`config.mk`:
```
export PLATFORM = sky130hd
export DESIGN_NAME = controller_fault_watcher_unit
export DESIGN_NICKNAME = d
export VERILOG_FILES = /design/src/cfw_pkg.sv /design/src/cfw_cfg_regs.sv /design/src/cfw_remote.sv /design/src/cfw_window.sv /design/src/controller_fault_watcher_unit.sv
export VERILOG_INCLUDE_DIRS = /design/src /design/src/src
export SDC_FILE = /design/constraint.sdc
export NUM_CORES = 1
export LEC_CHECK = 0
export BUFFER_PORTS_ARGS = -buffer_cell sky130_fd_sc_hd__clkbuf_2
export CAP_MARGIN = 20
export CORE_MARGIN = 1
export CORE_UTILIZATION = 35
export CTS_CLUSTER_SIZE = 14
export DETAILED_ROUTE_END_ITERATION = 10
export GPL_TIMING_DRIVEN = 0
export HOLD_SLACK_MARGIN = 0.15
export PLACE_DENSITY = 0.55
export SLEW_MARGIN = 20
export SYNTH_ARGS = -nofsm -noshare
export SYNTH_HDL_FRONTEND = slang
export SYNTH_SLANG_ARGS = --single-unit
```
`constraint.sdc`:
```
create_clock -name clk -period 9.8 [get_ports clk]
set_clock_uncertainty 0.1 [all_clocks]
set_input_delay 0.98 -clock clk [delete_from_list [all_inputs] [get_ports clk]]
set_output_delay 0.98 -clock clk [all_outputs]
set_load 0.02 [all_outputs]
```
`src/controller_fault_watcher_unit_macros.svh`:
```
// assertion macros for the controller fault watcher
`ifndef CONTROLLER_FAULT_WATCHER_UNIT_MACROS_SVH
`define CONTROLLER_FAULT_WATCHER_UNIT_MACROS_SVH

`ifndef ASSERT_OFF
`define CFW_ASSERT(lbl, prop) \
    lbl: assert property (@(posedge clk) disable iff (!rst_n) prop) \
        else $error("cfw assertion failed");
`define CFW_ASSERT_NEVER(lbl, expr) \
    lbl: assert property (@(posedge clk) disable iff (!rst_n) !(expr)) \
        else $error("cfw forbidden condition seen");
`else
`define CFW_ASSERT(lbl, prop)
`define CFW_ASSERT_NEVER(lbl, expr)
`endif

`endif

```
`src/cfw_pkg.sv`:
```
package cfw_pkg;

    localparam int CFG_INDEX_W = 2;

    localparam logic [CFG_INDEX_W-1:0] CFG_LOW_BATT = 2'd0;
    localparam logic [CFG_INDEX_W-1:0] CFG_HOLD     = 2'd1;
    localparam logic [CFG_INDEX_W-1:0] CFG_IGNORE   = 2'd2;

    localparam logic [2:0] LOW_BATT_RESET = 3'd1;
    localparam logic [7:0] HOLD_RESET     = 8'd120;
    localparam logic [7:0] IGNORE_RESET   = 8'd90;
    localparam logic [2:0] BATT_RESET     = 3'd4;

    localparam logic [1:0] RS_OK   = 2'd0;
    localparam logic [1:0] RS_DISC = 2'd1;
    localparam logic [1:0] RS_BATT = 2'd2;
    localparam logic [1:0] RS_UNPL = 2'd3;

    localparam logic [2:0] DRV_OTHER     = 3'd0;
    localparam logic [2:0] DRV_FATAL     = 3'd1;
    localparam logic [2:0] DRV_NO_DISK   = 3'd2;
    localparam logic [2:0] DRV_WRONG     = 3'd3;
    localparam logic [2:0] DRV_RETRY     = 3'd4;

    localparam logic [2:0] MSG_NONE       = 3'd0;
    localparam logic [2:0] MSG_UNPLUGGED  = 3'd5;
    localparam logic [2:0] MSG_DISCONNECT = 3'd6;
    localparam logic [2:0] MSG_BATTERY    = 3'd7;

    localparam logic [1:0] PH_CODE_IDLE  = 2'd0;
    localparam logic [1:0] PH_CODE_OPEN  = 2'd1;
    localparam logic [1:0] PH_CODE_SHOW  = 2'd2;
    localparam logic [1:0] PH_CODE_CLOSE = 2'd3;

    typedef enum logic [3:0] {
        PH_IDLE  = 4'b0001,
        PH_OPEN  = 4'b0010,
        PH_SHOW  = 4'b0100,
        PH_CLOSE = 4'b1000
    } phase_t;

    typedef struct packed {
        logic [2:0] low_battery_level;
        logic [7:0] disconnect_hold_ticks;
        logic [7:0] reconnect_ignore_ticks;
    } cfg_t;

    typedef struct packed {
        logic       action;
        logic       permit;
        logic [2:0] drive_status;
        logic       link_up;
        logic       extension_present;
        logic [2:0] battery_reading;
        logic       window_anim_done;
        logic       window_gone;
    } item_t;

    typedef struct packed {
        logic [1:0] window_phase;
        logic [2:0] message_code;
        logic       show_request;
        logic       hide_request;
        logic       audio_enter;
        logic       audio_exit;
        logic       pointer_mode;
    } win_t;

    function automatic logic [1:0] phase_code(input phase_t ph);
        logic [1:0] code;
        unique case (ph)
            PH_IDLE:  code = PH_CODE_IDLE;
            PH_OPEN:  code = PH_CODE_OPEN;
            PH_SHOW:  code = PH_CODE_SHOW;
            PH_CLOSE: code = PH_CODE_CLOSE;
            default:  code = PH_CODE_IDLE;
        endcase
        return code;
    endfunction

endpackage

```
`src/cfw_cfg_regs.sv`:
```
module cfw_cfg_regs
    import cfw_pkg::*;
(
    input  logic                   clk,
    input  logic                   rst_n,
    input  logic                   cfg_valid,
    output logic                   cfg_ready,
    input  logic [CFG_INDEX_W-1:0] cfg_index,
    input  logic [7:0]             cfg_data,
    output cfg_t                   cfg
);

    cfg_t cfg_reg;

    assign cfg_ready = 1'b1;
    assign cfg          = cfg_reg;

    always_ff @(posedge clk or negedge rst_n)
    begin
        if (!rst_n)
        begin
            cfg_reg.low_battery_level      <= LOW_BATT_RESET;
            cfg_reg.disconnect_hold_ticks  <= HOLD_RESET;
            cfg_reg.reconnect_ignore_ticks <= IGNORE_RESET;
        end
        else if (cfg_valid)
        begin
            unique case (cfg_index)
                CFG_LOW_BATT: cfg_reg.low_battery_level      <= cfg_data[2:0];
                CFG_HOLD:     cfg_reg.disconnect_hold_ticks  <= cfg_data;
                CFG_IGNORE:   cfg_reg.reconnect_ignore_ticks <= cfg_data;
                default:      ;
            endcase
        end
    end

endmodule

```
`src/cfw_remote.sv`:
```
module cfw_remote
    import cfw_pkg::*;
(
    input  logic       clk,
    input  logic       rst_n,
    input  logic       en,
    input  item_t      item,
    input  cfg_t       cfg,
    output logic [1:0] status_next,
    output logic       prev_permit
);

    logic       mon_reg, mon_next;
    logic       link_prev_reg, link_prev_next;
    logic [7:0] disc_reg, disc_next;
    logic [7:0] ign_reg, ign_next;
    logic [2:0] batt_reg, batt_next;
    logic [1:0] status_reg;
    logic       rising;
    logic [7:0] ign_load;

    always_comb
    begin
        mon_next       = mon_reg;
        link_prev_next = link_prev_reg;
        disc_next      = disc_reg;
        ign_next       = ign_reg;
        batt_next      = batt_reg;
        status_next    = status_reg;
        prev_permit    = 1'b0;
        rising         = item.link_up && !link_prev_reg;
        ign_load       = rising ? cfg.reconnect_ignore_ticks : ign_reg;
        if (item.action)
        begin
            prev_permit = mon_reg;
            mon_next    = item.permit;
            if (item.permit)
                disc_next = 8'd0;
            else
                status_next = RS_OK;
        end
        else if (!mon_reg)
        begin
            status_next = RS_OK;
        end
        else
        begin
            link_prev_next = item.link_up;
            if (item.link_up)
                batt_next = item.battery_reading;
            if (item.link_up)
                disc_next = cfg.disconnect_hold_ticks;
            else if (disc_reg != 8'd0)
                disc_next = disc_reg - 8'd1;
            ign_next = (ign_load != 8'd0) ? ign_load - 8'd1 : 8'd0;
            if (ign_next == 8'd0)
            begin
                if (disc_next == 8'd0)
                    status_next = (batt_next <= cfg.low_battery_level) ? RS_BATT : RS_DISC;
                else if (item.link_up && !item.extension_present)
                    status_next = RS_UNPL;
                else
                    status_next = RS_OK;
            end
        end
    end

    always_ff @(posedge clk or negedge rst_n)
    begin
        if (!rst_n)
        begin
            mon_reg       <= 1'b0;
            link_prev_reg <= 1'b0;
            disc_reg      <= HOLD_RESET;
            ign_reg       <= 8'd0;
            batt_reg      <= BATT_RESET;
            status_reg    <= RS_OK;
        end
        else if (en)
        begin
            mon_reg       <= mon_next;
            link_prev_reg <= link_prev_next;
            disc_reg      <= disc_next;
            ign_reg       <= ign_next;
            batt_reg      <= batt_next;
            status_reg    <= status_next;
        end
    end

endmodule

```
`src/cfw_window.sv`:
```
`include "controller_fault_watcher_unit_macros.svh"

module cfw_window
    import cfw_pkg::*;
(
    input  logic       clk,
    input  logic       rst_n,
    input  logic       en,
    input  item_t      item,
    input  logic [1:0] status_next,
    output win_t       res
);

    phase_t     phase_reg, phase_next;
    logic [2:0] msg_reg, msg_next;
    logic       first_reg, first_next;
    logic [2:0] pick;

    // drive faults first, then remote status
    always_comb
    begin
        if (item.drive_status == DRV_FATAL || item.drive_status == DRV_NO_DISK ||
            item.drive_status == DRV_WRONG || item.drive_status == DRV_RETRY)
            pick = item.drive_status;
        else
        begin
            case (status_next)
                RS_UNPL: pick = MSG_UNPLUGGED;
                RS_DISC: pick = MSG_DISCONNECT;
                RS_BATT: pick = MSG_BATTERY;
                default: pick = MSG_NONE;
            endcase
        end
    end

    always_comb
    begin
        phase_next       = phase_reg;
        msg_next         = msg_reg;
        first_next       = first_reg;
        res.show_request = 1'b0;
        res.hide_request = 1'b0;
        res.audio_enter  = 1'b0;
        res.audio_exit   = 1'b0;
        res.pointer_mode = 1'b0;
        if (!item.action)
        begin
            first_next = 1'b0;
            unique case (phase_reg)
                PH_IDLE:
                begin
                    if (pick != MSG_NONE)
                    begin
                        msg_next        = pick;
                        phase_next      = PH_OPEN;
                        first_next      = 1'b1;
                        res.audio_enter = 1'b1;
                    end
                end
                PH_OPEN:
                begin
                    res.show_request = first_reg;
                    res.pointer_mode = 1'b1;
                    if (item.window_anim_done)
                    begin
                        phase_next = PH_SHOW;
                        first_next = 1'b1;
                    end
                end
                PH_SHOW:
                begin
                    res.pointer_mode = 1'b1;
                    if (pick == MSG_NONE)
                    begin
                        phase_next       = PH_CLOSE;
                        first_next       = 1'b1;
                        msg_next         = MSG_NONE;
                        res.hide_request = 1'b1;
                    end
                    else if (pick != msg_reg)
                    begin
                        msg_next   = pick;
                        phase_next = PH_OPEN;
                        first_next = 1'b1;
                    end
                end
                PH_CLOSE:
                begin
                    if (item.window_gone)
                    begin
                        first_next = 1'b1;
                        if (pick != MSG_NONE)
                        begin
                            msg_next   = pick;
                            phase_next = PH_OPEN;
                        end
                        else
                        begin
                            phase_next     = PH_IDLE;
                            res.audio_exit = 1'b1;
                        end
                    end
                    else
                        res.pointer_mode = 1'b1;
                end
                default: ;
            endcase
        end
        res.window_phase = phase_code(phase_next);
        res.message_code = msg_next;
    end

    always_ff @(posedge clk or negedge rst_n)
    begin
        if (!rst_n)
        begin
            phase_reg <= PH_IDLE;
            msg_reg   <= MSG_NONE;
            first_reg <= 1'b1;
        end
        else if (en)
        begin
            phase_reg <= phase_next;
            msg_reg   <= msg_next;
            first_reg <= first_next;
        end
    end

    `CFW_ASSERT(a_phase_onehot, $onehot(phase_reg))
    `CFW_ASSERT(a_idle_no_msg, (phase_reg == PH_IDLE) |-> (msg_reg == MSG_NONE))
    `CFW_ASSERT(a_open_has_msg, (phase_reg == PH_OPEN || phase_reg == PH_SHOW) |-> (msg_reg != MSG_NONE))
    `CFW_ASSERT(a_hide_closes, (en && res.hide_request) |=> (phase_reg == PH_CLOSE && first_reg))

endmodule

```
`src/controller_fault_watcher_unit.sv`:
```
// controller fault watcher
// input channel: in_valid/in_stall with one item per transfer (tick or
// set-permission); output channel: out_valid/out_stall with one result per item
// configuration: cfg_valid/cfg_ready write port, cfg_index selects low battery
// level, disconnect hold or reconnect ignore, cfg_data carries the value;
// the user must make writes only while no item is in flight; the block does not enforce it
// an item is held in the input register, and its result is registered in the result
// register, from which it is shown on the output channel
// throughput: one item per cycle when not stalled; the input register and the
// result register each hold one item, state is updated as an item moves between
// them; a stalled result holds in the result register while the next item
// waits in the input register; in_stall rises only when both are full
// reset: all state and the valid bits return to their reset values at once, no
// item is held, both channels are empty; the item and result data are not reset
module controller_fault_watcher_unit
    import cfw_pkg::*;
(
    input  logic                   clk,
    input  logic                   rst_n,
    input  logic                   in_valid,
    output logic                   in_stall,
    input  logic                   action,
    input  logic                   permit,
    input  logic [2:0]             drive_status,
    input  logic                   link_up,
    input  logic                   extension_present,
    input  logic [2:0]             battery_reading,
    input  logic                   window_anim_done,
    input  logic                   window_gone,
    output logic                   out_valid,
    input  logic                   out_stall,
    output logic [1:0]             window_phase,
    output logic [2:0]             message_code,
    output logic                   show_request,
    output logic                   hide_request,
    output logic                   audio_fault_enter,
    output logic                   audio_fault_exit,
    output logic                   pointer_fault_mode,
    output logic [1:0]             remote_status,
    output logic                   previous_permit,
    input  logic                   cfg_valid,
    output logic                   cfg_ready,
    input  logic [CFG_INDEX_W-1:0] cfg_index,
    input  logic [7:0]             cfg_data
);

    cfg_t       cfg;
    item_t      item_reg;
    logic       item_valid_reg;
    logic       move;
    logic [1:0] status_next;
    logic       prev_permit;
    win_t       win;

    win_t       win_reg;
    logic [1:0] status_out_reg;
    logic       permit_out_reg;
    logic       out_valid_reg;

    assign move     = item_valid_reg && (!out_valid_reg || !out_stall);
    assign in_stall = item_valid_reg && !move;

    cfw_cfg_regs u_cfg (
        .clk       (clk),
        .rst_n     (rst_n),
        .cfg_valid (cfg_valid),
        .cfg_ready (cfg_ready),
        .cfg_index (cfg_index),
        .cfg_data  (cfg_data),
        .cfg       (cfg)
    );

    cfw_remote u_remote (
        .clk         (clk),
        .rst_n       (rst_n),
        .en          (move),
        .item        (item_reg),
        .cfg         (cfg),
        .status_next (status_next),
        .prev_permit (prev_permit)
    );

    cfw_window u_window (
        .clk         (clk),
        .rst_n       (rst_n),
        .en          (move),
        .item        (item_reg),
        .status_next (status_next),
        .res         (win)
    );

    // input register
    always_ff @(posedge clk or negedge rst_n)
    begin
        if (!rst_n)
            item_valid_reg <= 1'b0;
        else if (!in_stall)
            item_valid_reg <= in_valid;
    end

    always_ff @(posedge clk)
    begin
        if (in_valid && !in_stall)
        begin
            item_reg.action            <= action;
            item_reg.permit            <= permit;
            item_reg.drive_status      <= drive_status;
            item_reg.link_up           <= link_up;
            item_reg.extension_present <= extension_present;
            item_reg.battery_reading   <= battery_reading;
            item_reg.window_anim_done  <= window_anim_done;
            item_reg.window_gone       <= window_gone;
        end
    end

    // result register
    always_ff @(posedge clk or negedge rst_n)
    begin
        if (!rst_n)
            out_valid_reg <= 1'b0;
        else if (!out_valid_reg || !out_stall)
            out_valid_reg <= item_valid_reg;
    end

    always_ff @(posedge clk)
    begin
        if (move)
        begin
            win_reg        <= win;
            status_out_reg <= status_next;
            permit_out_reg <= prev_permit;
        end
    end

    assign out_valid          = out_valid_reg;
    assign window_phase       = win_reg.window_phase;
    assign message_code       = win_reg.message_code;
    assign show_request       = win_reg.show_request;
    assign hide_request       = win_reg.hide_request;
    assign audio_fault_enter  = win_reg.audio_enter;
    assign audio_fault_exit   = win_reg.audio_exit;
    assign pointer_fault_mode = win_reg.pointer_mode;
    assign remote_status      = status_out_reg;
    assign previous_permit    = permit_out_reg;

endmodule

```
==> results of run 1 <==
worst reg2reg max path, stage by stage, from the launching register on:
cell and delay [ns]:
edfxtp_1 0.50, nand2b_1 0.13, clkbuf_1 0.34, buf_1 0.52, mux2i_1 0.34, ha_1 0.32
xor2_1 0.10, nor3_1 0.13, o221ai_1 0.15, o21ai_2 0.35, o21ai_0 0.27, a32o_1 0.30
ha_1 0.33, nor3b_1 0.16, o211ai_1 0.28, nand2_1 0.17, o41ai_1 0.44, a21oi_1 0.21
xnor2_1 0.17, nor3b_1 0.23
cells in the final DEF (no fill, tap or decap), drive strengths merged, types with 6 or more instances in the layout:
master / n
dfstp: 16
edfxtp: 25
xnor2: 6
o21ai: 28
mux2i: 12
nor3b: 6
ha: 9
mux2: 25
nor3: 16
dfrtp: 36
buf: 9
a21oi: 12
nand3: 7
a32o: 7
a22o: 11
inv: 13
xor2: 7
nor2: 25
nand2: 42
nor2b: 9
nand2b: 7
clkbuf: 62
o211ai: 6
worst paths after layout:
check / startpoint / end / slack (ns) / cells past startpoint
worst max-delay path: item_reg[6] / window_phase[1] / 4.08 / 19
worst min-delay path: rst_n / u_window.msg_reg[1] / 0.38 / 1
worst max register to register: item_reg[6] / window_phase[1] / 4.08 / 19
worst min register to register: u_remote.batt_reg[0] / u_remote.batt_reg[0] / 0.39 / 2
max in group asynchronous: rst_n / u_remote.disc_reg[4] / 8.71 / 2
min in group clk: u_remote.batt_reg[0] / u_remote.batt_reg[0] / 0.39 / 2
area by class of cell:
type                            instances  area [µm²]  area share [%]
Sequential cell                        77        2070            41.4
Inverter                               13        48.8           0.975
Timing Repair Buffer                   42         235            4.70
Clock inverter                          3        20.0           0.400
Tap cell                              143         179            3.57
Buffer                                 16        81.3            1.62
Clock buffer                           13         304            6.07
Multi-Input combinational cell        294        2070            41.3
layer usage:
metal  wire length (µm)  share of wire (%)
met5                  0                  0
met3                328                3.3
met4                182                1.9
met2               4790                 49
met1               4490                 46
metrics by stage:
stage	total power, mW	hold slack (ns)	area, µm²	cells
final	1.12	0.381	5010	601
after global routing	1.19	0.377	5010	601
after CTS	1.13	0.379	5010	601
after detailed placement	0.778	0.377	4680	585
after global placement	0.769	0.363	4650	584
after floorplan	0.696	0.349	4270	400
where the power goes:
| part | internal, mW | switching [mW] | leakage, nW | total, mW |
|---|---|---|---|---|
| Sequential | 0.401 | 0.0553 | 0.851 | 0.456 |
| Combinational | 0.147 | 0.171 | 1.06 | 0.318 |
| Clock | 0.218 | 0.130 | 0.162 | 0.349 |
| Total | 0.766 | 0.357 | 2.08 | 1.12 |
cells by family (layout without fill, tap and decap cells):
group,after synthesis,in the layout,synth area share (%)
and+or+nand+nor,133,133,16.3
AOI/OAI and AO/OA,100,100,17.0
DFF,77,77,48.5
muxes,37,37,9.50
buffers and inverters,29,87,3.05
xor gates and xnor gates,13,13,2.67
adders and majority gates,10,10,2.87
other,1,1,0.0878
==> impl_metrics.csv, run 1 <==
group,metric,value,unit
outcome,status,"finished, final reports clean",
global_routing,grt_pass1_wl,16.1,mm
setup_path,required,9.86,ns
die,fp-row-count,39,
place,place_ws,4.21,ns
clock_tree,postCtsSetupRepairBufs,0,
setup_path,startpoint_type,"register",
yosys,synth.top_cell.area_share,21.1,%
yosys,synth_commonest_cells,"42 x nand2_1, 36 x dfrtp_1, 25 x edfxtp_1, 25 x o21ai_0",
clock_tree,cts_tree,"yes",
cells_and_area,final_nets,489,
hold_path,hold_path_class,"primary input to async pin",
setup_path,crit_type,"register to register",
setup_path,cp_slowest_stage_delay,0.52,ns
global_routing,grt_max_degree,50,
clock_tree,cts_made_buffers,9,
place,routabilityCongestion,0.894,
global_routing,grt_antenna_before_repair,0,
global_routing,grt_usage,16.3,%
yosys,yosysTopAreaCell,"dfrtp_1",
die,start_util,36.6,%
clock_tree,cts_resized,0,
route,firstDrtPassIters,4,
route,wire_per_inst,16.3,µm
setup_path,arrival,5.77,ns
yosys,synth_area_leaders,"dfrtp_1 21%, edfxtp_1 18%, dfstp_2 9.8%, mux2_2 6.3%, nand2_1 3.7%",
yosys,yosysUniqueCellTypes,69,
place,portBuffers,41,
setup_path,cp-end-kind,"register",
route,num_vias,3304,
power,p_leak,2.08,nW
setup_path,worst-path-max-fanout,10,
sta,slew_violations,0,
sta,period_needed,5.72,ns
die,core_area,11700,µm²
global_routing,busiest_layer,"met2",
cells_and_area,area_growth,17.3,%
yosys,ys_async_sr_fraction,67.5,%
route,drtIter0Drc,179,
place,place_hpwl,7.02,mm
global_routing,use_met2,28.4,%
route,via_per_inst,5.50,
sta,setup_tns,0,ns
route,ant_nets,0,
yosys,ys_ff_latch,77,
yosys,synthesis.area,4270,µm²
die,die_area,12600,µm²
global_routing,grt_pass1_vias,3236,
yosys,ys_warn_count,0,
setup_path,critical_path.top_delay_family,"compound AO/OA/AOI/OAI gates",
power,peakVddDrop,168,µV
setup_path,path_cells,"nand2b_1 > clkbuf_1 > buf_1 > mux2i_1 > ha_1 > xor2_1 > nor3_1 > o221ai_1 > o21ai_2 > o21ai_0 > a32o_1 > ha_1 > nor3b_1 > o211ai_1 > nand2_1 > o41ai_1 > a21oi_1 > xnor2_1 > nor3b_1",
clock_tree,holdBufCountCts,0,
sta,slew_headroom,51.1,%
sta,min_period_over_period,58.3,%
run,drv_cap,0,
yosys,synth-seq-area-share,48.5,%
cells_and_area,fillers,1128,
clock_tree,htree_levels,3,
sta,fmax,0.175,GHz
clock_tree,cts_sinks,77,
cells_and_area,final_core_util,42.9,%
clock_tree,clock_latency,0.33,ns
die,pin_count,43,
clock_tree,clockRootBuffer,"clkbuf_16",
clock_tree,clkTransAtPathRegs,0.06,ns
power,p_per_area,224,nW/µm²
sta,hold_viol,0,
yosys,yosys.cell_count.top_type,"nand2_1",
yosys,synth_flop_cell,"dfrtp_1",
yosys,synth_edf_count,25,
sta,grt_setup_unrepaired,"false",
yosys,synth_cells,400,
cells_and_area,drive_gt1_share,25.1,%
yosys,synth_nets,436,
route,wirelength,9.79,mm
global_routing,grt_overflow,0,
global_routing,grt_util_met3,3.94,%
yosys,synth_area_per_cell,10.7,µm²
die,die_h,112,µm
cells_and_area,n_antenna_cell,0,
setup_path,crit_path_top_delay_cell,"buf_1",
setup_path,worst-path-buf-inv,2,
sta,worst_pin_slew,0.723,ns
die,die_width,112,µm
clock_tree,ctsLongestPathBuffers,2,
sta,fin_ws,4.08,ns
sta,finalSetupViolCount,0,
cells_and_area,largest_reg_flops,19,
global_routing,grt_use_met1,20.0,%
route,drc,0,
(Power assumes the default switching activity.)
==> run 2, diff against run 1 <==
--- a/config.mk
+++ b/config.mk
@@ -6,6 +6,7 @@
 export SDC_FILE = /design/constraint.sdc
 export NUM_CORES = 1
 export LEC_CHECK = 0
+export ABC_AREA = 1
 export BUFFER_PORTS_ARGS = -buffer_cell sky130_fd_sc_hd__clkbuf_2
 export CAP_MARGIN = 20
 export CORE_MARGIN = 1
==> constraint.sdc (replaced) <==
create_clock -name clk -period 5.37 [get_ports clk]
set_clock_uncertainty 0.1 [all_clocks]
set_input_delay 0.537 -clock clk [delete_from_list [all_inputs] [get_ports clk]]
set_output_delay 0.537 -clock clk [all_outputs]
set_load 0.02 [all_outputs]
==> run 2 against run 1 <==
Net effect:
- the run now ends with DRC left
- non-clock buffer count shrank 7
- combinational power rose to 3.6 times the previous value
- cell count grew 23%
- sequential share of layout area increased by 1.1 points
- final area down 2.6%
- register-to-register slack got worse by 3.1 ns
- sequential cell count did not move
==> impl_metrics.csv, run 2 <==
group,metric,value,unit
outcome,status,"complete, but fails checks",
outcome,violations,"DRC",
yosys,synth_cells,538,
cells_and_area,final_common_cell,"nand2_1",
sta,hold_viol,0,
yosys,synth_area_leaders,"dfrtp_1 21%, edfxtp_1 18%, nand2_1 16%, dfstp_2 10%, inv_1 6.6%",
setup_path,startpoint_type,"register",
cells_and_area,drive_gt1_share,16.8,%
place,dp_cells,722,
cells_and_area,fillers,1167,
clock_tree,clock_latency,0.35,ns
yosys,synth_edf_count,25,
cells_and_area,seqCellArea,2070,µm²
sta,min_period_over_period,81.1,%
yosys,yosys.cell_count.top_type,"nand2_1",
yosys,ys_ff_latch,77,
sta,slew_violations,0,
die,pin_count,43,
sta,whs,0.176,ns
clock_tree,cts_tree,"yes",
setup_path,cp_slowest_stage_delay,0.44,ns
place,routabilityCongestion,0.847,
clock_tree,ctsLongestPathBuffers,2,
yosys,synth-seq-area-share,49.4,%
yosys,synth_commonest_cells,"175 x nand2_1, 74 x inv_1, 48 x nand3_1, 47 x o21ai_0, 36 x dfrtp_1",
global_routing,grt_overflow,0,
global_routing,grt_pass1_vias,3345,
global_routing,grt_pass1_wl,16.2,mm
die,core_area,11600,µm²
run,drv_cap,0,
route,ant_nets,0,
yosys,synth_flop_cell,"dfrtp_1",
yosys,yosysTopAreaCell,"dfrtp_1",
place,portBuffers,41,
die,fp-row-count,39,
yosys,synth_nets,574,
sta,setup_tns,0,ns
sta,slew_headroom,49.9,%
setup_path,arrival,4.35,ns
sta,worst_pin_slew,0.752,ns
setup_path,crit_top_cell,"nand2_1",
power,p_leak,2.42,nW
cells_and_area,final_cell_mix,"175 x nand2_1, 74 x inv_1, 48 x nand3_1",
die,die_area,12400,µm²
cells_and_area,instances_no_fill,738,
setup_path,required,5.37,ns
clock_tree,clkTransAtPathRegs,0.06,ns
setup_path,crit_type,"register to register",
route,drc,2,
cells_and_area,final_core_util,42.2,%
clock_tree,holdBufCountCts,0,
global_routing,grt_max_degree,53,
clock_tree,postCtsSetupRepairBufs,0,
die,die_width,111,µm
setup_path,cp-end-kind,"register",
global_routing,grt_usage,16.8,%
global_routing,grt_antenna_before_repair,0,
yosys,synthesis.area,4190,µm²
clock_tree,clockRootBuffer,"clkbuf_16",
place,dpl_cell_area,4580,µm²
sta,finalSetupViolCount,0,
cells_and_area,n_antenna_cell,0,
route,wire_per_inst,13.0,µm
yosys,ys_async_sr_fraction,67.5,%
yosys,synth_area_per_cell,7.79,µm²
cells_and_area,area_growth,16.4,%
cells_and_area,final_nets,626,
route,via_per_inst,4.79,
die,die_h,111,µm
clock_tree,cts_sinks,77,
power,peakVddDrop,177,µV
route,firstDrtPassIters,9,
yosys,synth.top_cell.area_share,21.5,%
route,num_vias,3538,
clock_tree,cts_made_buffers,9,
cells_and_area,multi_input_area,1770,µm²
sta,fmax,0.230,GHz
setup_path,path_cells,"buf_2 > buf_2 > o21ai_0 > ha_1 > nand2_1 > nor2_1 > a211oi_1 > a21oi_1 > inv_1 > nand3_1 > nand2_1 > nand2_1 > nand3_1 > nand2_2 > inv_1 > ha_1 > o21ai_1 > inv_1 > nand3_1 > nand2_1 > o21ai_1 > nand2_1 > nand2_1 > a21oi_1",
place,place_hpwl,7.09,mm
cells_and_area,largest_reg_flops,19,
power,p_per_area,542,nW/µm²
cells_and_area,fin_area,4880,µm²
sta,grt_setup_unrepaired,"false",
clock_tree,cts_resized,0,
die,start_util,36.2,%
route,drtIter0Drc,226,
sta,period_needed,4.35,ns
setup_path,worst-path-max-fanout,10,
yosys,yosysUniqueCellTypes,36,
hold_path,hold_path_class,"primary input to async pin",
route,wirelength,9.63,mm
setup_path,crit_path_top_delay_cell,"edfxtp_1",
yosys,ys_warn_count,0,
clock_tree,htree_levels,3,
-- run 2: cells by family after synthesis --
group | count (synthesis) | share of synthesized area, %
flops | 77 | 49.4
xor+xnor | 2 | 0.418
buf+inv | 89 | 8.30
compound gates | 76 | 9.76
simple gates | 283 | 29.1
fa+ha+maj | 9 | 2.69
mux | 1 | 0.239
other cells | 1 | 0.0895
-- run 2: critical path, delay by kind of cell, from the launching register on --
family | cells | cell delay [ns]
and+or+nand+nor | 11 | 1.15
AOI/OAI and AO/OA | 6 | 0.99
adders and majority gates | 2 | 0.62
buffers and inverters | 5 | 0.79
DFF | 1 | 0.44
-- run 2: area by class of cell --
type	count	area share, %
sequential	77	42.5
clock inverter	6	1.21
timing repair buffer	41	4.26
tap	143	3.67
buffer	10	1.08
clock buffer	10	4.90
multi-input combinational	372	36.3
inverter	79	6.08
-- run 2: worst paths after layout --
| kind | startpoint | end | slack, ns | depth (start not counted) |
|---|---|---|---|---|
| min in group clk | battery_reading[0] | item_reg[2] | 0.26 | 1 |
| hold / removal | rst_n | u_cfg.cfg[18] | 0.18 | 1 |
| setup / recovery | item_reg[6] | window_phase[1] | 1.02 | 24 |
| max in group asynchronous | rst_n | u_window.phase_reg[3] | 4.49 | 1 |
| setup reg to reg | item_reg[6] | window_phase[1] | 1.02 | 24 |
| hold reg to reg | item_valid_reg | out_valid | 0.36 | 2 |
-- run 2: per-stage QoR --
step                      total power [mW]  setup WS (ns)
after floorplan                       1.76           1.90
after global placement                2.02           1.11
after detailed placement              2.03           1.04
after CTS                             2.66           1.02
after global routing                  2.87          0.605
final                                 2.64           1.02
-- run 2: power breakdown --
group          internal (mW)  switching (mW)  total (mW)  leakage, nW
Clock                  0.371           0.245       0.617        0.153
Sequential             0.795          0.0967       0.892        0.872
Combinational          0.376           0.758        1.13         1.40
-- run 2: metal layers --
| metal | track usage, % | share of wire [%] | wire length [µm] | vias to the layer above |
|---|---|---|---|---|
| li1 | - | - | - | 1828 |
| met1 | 22.2 | 50 | 4800 | 1640 |
| met2 | 26.0 | 45 | 4370 | 58 |
| met3 | 4.68 | 3.5 | 334 | 12 |
| met4 | 6.94 | 1.3 | 127 | 0 |
| met5 | 0 | 0 | 0 | - |
==> run 3, diff against run 2 <==
--- a/config.mk
+++ b/config.mk
@@ -6,7 +6,7 @@
 export SDC_FILE = /design/constraint.sdc
 export NUM_CORES = 1
 export LEC_CHECK = 0
-export ABC_AREA = 1
+export ABC_AREA = 0
 export BUFFER_PORTS_ARGS = -buffer_cell sky130_fd_sc_hd__clkbuf_2
 export CAP_MARGIN = 20
 export CORE_MARGIN = 1
==> constraint.sdc (replaced) <==
create_clock -name clk -period 4.5 [get_ports clk]
set_clock_uncertainty 0.1 [all_clocks]
set_input_delay 0.45 -clock clk [delete_from_list [all_inputs] [get_ports clk]]
set_output_delay 0.45 -clock clk [all_outputs]
set_load 0.02 [all_outputs]
==> run 3 against run 2 <==
Net effect:
- the run now ends clean
- cell count down 17%
- core utilization up 3.8 points
- clock power up 19%
- critical path type unchanged
==> impl_metrics.csv, run 3 (synthesis gave the netlist of run 1 again) <==
group,metric,value,unit
outcome,status,"finished, final reports clean",
route,wire_per_inst,16.8,µm
sta,min_period_over_period,98.2,%
route,drc,0,
die,fp-row-count,39,
global_routing,grt_pass1_wl,16.8,mm
setup_path,crit_type,"register to register",
setup_path,arrival,4.50,ns
die,die_area,12600,µm²
cells_and_area,largest_reg_flops,19,
sta,grt_setup_unrepaired,"true",
die,core_area,11700,µm²
sta,slew_violations,0,
power,p_leak,2.22,nW
sta,fin_ws,0.0812,ns
clock_tree,cts_tree,"yes",
clock_tree,cts_made_buffers,9,
cells_and_area,final_cell_mix,"42 x nand2_1, 40 x clkbuf_2, 36 x dfrtp_1",
setup_path,worst-path-max-fanout,5,
global_routing,grt_max_degree,53,
hold_path,hold_path_class,"primary input to register",
power,peakVddDrop,255,µV
place,routabilityCongestion,0.853,
clock_tree,clock_latency,0.35,ns
clock_tree,cts_sinks,77,
global_routing,grt_usage,17.3,%
die,start_util,36.6,%
route,drtIter0Drc,118,
place,place_ws,-0.720,ns
power,p_per_area,483,nW/µm²
cells_and_area,fillers,1104,
clock_tree,ctsLongestPathBuffers,2,
global_routing,grt_antenna_before_repair,0,
run,drv_cap,0,
sta,finalSetupViolCount,0,
sta,slew_headroom,49.9,%
sta,period_needed,4.42,ns
die,die_width,112,µm
die,pin_count,43,
clock_tree,clockRootBuffer,"clkbuf_16",
global_routing,grt_overflow,0,
setup_path,required,4.58,ns
clock_tree,clkTransAtPathRegs,0.06,ns
route,num_vias,3328,
sta,whs,0.180,ns
place,portBuffers,41,
cells_and_area,final_nets,503,
die,die_h,112,µm
setup_path,startpoint_type,"register",
clock_tree,htree_levels,3,
route,via_per_inst,5.41,
route,ant_nets,0,
route,wirelength,10.3,mm
cells_and_area,n_antenna_cell,0,
place,place_hpwl,6.98,mm
cells_and_area,final_common_cell,"nand2_1",
cells_and_area,area_growth,25.5,%
global_routing,grt_pass1_vias,3290,
cells_and_area,drive_gt1_share,35.4,%
route,firstDrtPassIters,4,
sta,hold_viol,0,
setup_path,cp-end-kind,"register",
sta,fmax,0.226,GHz
sta,worst_pin_slew,0.752,ns
sta,setup_tns,0,ns
run 3: cell count changes in the layout (fill, tap and decap cells not counted), moves of 10 or more:
cell / change
nor3_1: +10
buf_4: +14
inv_1: -64
nand3_1: -42
o21ai_0: -25
mux2_2: +24
nand2_1: -133
a22o_1: +10
run 3: per-stage QoR:
step | util, % | instance area, µm² | cells | total power, mW
CTS | 44.3 | 5170 | 612 | 2.50
global route | 46.0 | 5360 | 615 | 2.74
global placement | 39.9 | 4660 | 584 | 1.68
detailed placement | 39.9 | 4660 | 584 | 1.69
floorplan | - | 4270 | 400 | 1.52
finish | 46.0 | 5360 | 615 | 2.59
run 3: worst max-delay path: stages, from the launching register on:
cell and delay, ns:
dfrtp_1 0.40, inv_2 0.08, ha_4 0.14, or4b_4 0.48, nor2_4 0.17, xnor2_2 0.10
o32ai_2 0.22, nand4_2 0.19, mux2_4 0.36, a32o_2 0.29, ha_4 0.30, nor3b_2 0.15
o211ai_1 0.16, a21oi_1 0.17, or4b_4 0.47, o211ai_2 0.11, buf_4 0.15, nor3b_1 0.17
run 3: final timing paths:
check | start | end | slack (ns) | depth (start not counted)
setup / recovery | u_remote.disc_reg[1] | window_phase[1] | 0.08 | 17
hold / removal | drive_status[1] | item_reg[8] | 0.18 | 1
setup reg to reg | u_remote.disc_reg[1] | window_phase[1] | 0.08 | 17
hold reg to reg | u_remote.batt_reg[0] | u_remote.batt_reg[0] | 0.39 | 2
max in group asynchronous | rst_n | u_window.msg_reg[1] | 3.17 | 2
min in group asynchronous | rst_n | u_remote.disc_reg[1] | 0.64 | 2
run 3: final cells by class:
type | count | area, µm² | area share [%]
Clock inverter | 5 | 38.8 | 0.724
Inverter | 13 | 48.8 | 0.911
Sequential cell | 77 | 2070 | 38.7
Timing Repair Buffer | 57 | 338 | 6.30
Tap cell | 143 | 179 | 3.34
Multi-Input combinational cell | 294 | 2310 | 43.0
Clock buffer | 11 | 264 | 4.93
Buffer | 15 | 113 | 2.10
run 3: report_power, final:
group / total [mW] / internal (mW) / leakage [nW] / switching [mW]
clock network: 0.734 / 0.427 / 0.152 / 0.307
registers: 1.01 / 0.873 / 0.851 / 0.132
logic: 0.852 / 0.417 / 1.22 / 0.435
total: 2.59 / 1.72 / 2.22 / 0.874
run 3: repair_timing:
action / CTS / global route
hold buffers: 1 / 0
endpoints found under the hold margin: 36 / 0
resized for setup: 24 / 37
pin swaps: 11 / 15
endpoints found under the setup margin: 14 / 5
buffers inserted: 11 / 4
run 3: layer usage:
| metal | global-route usage, % | share of wire [%] | wire length, µm |
|---|---|---|---|
| met1 | 21.4 | 44 | 4570 |
| met2 | 29.2 | 50 | 5170 |
| met3 | 5.24 | 4.1 | 426 |
| met4 | 5.24 | 1.4 | 141 |
| met5 | 0 | 0 | 0 |
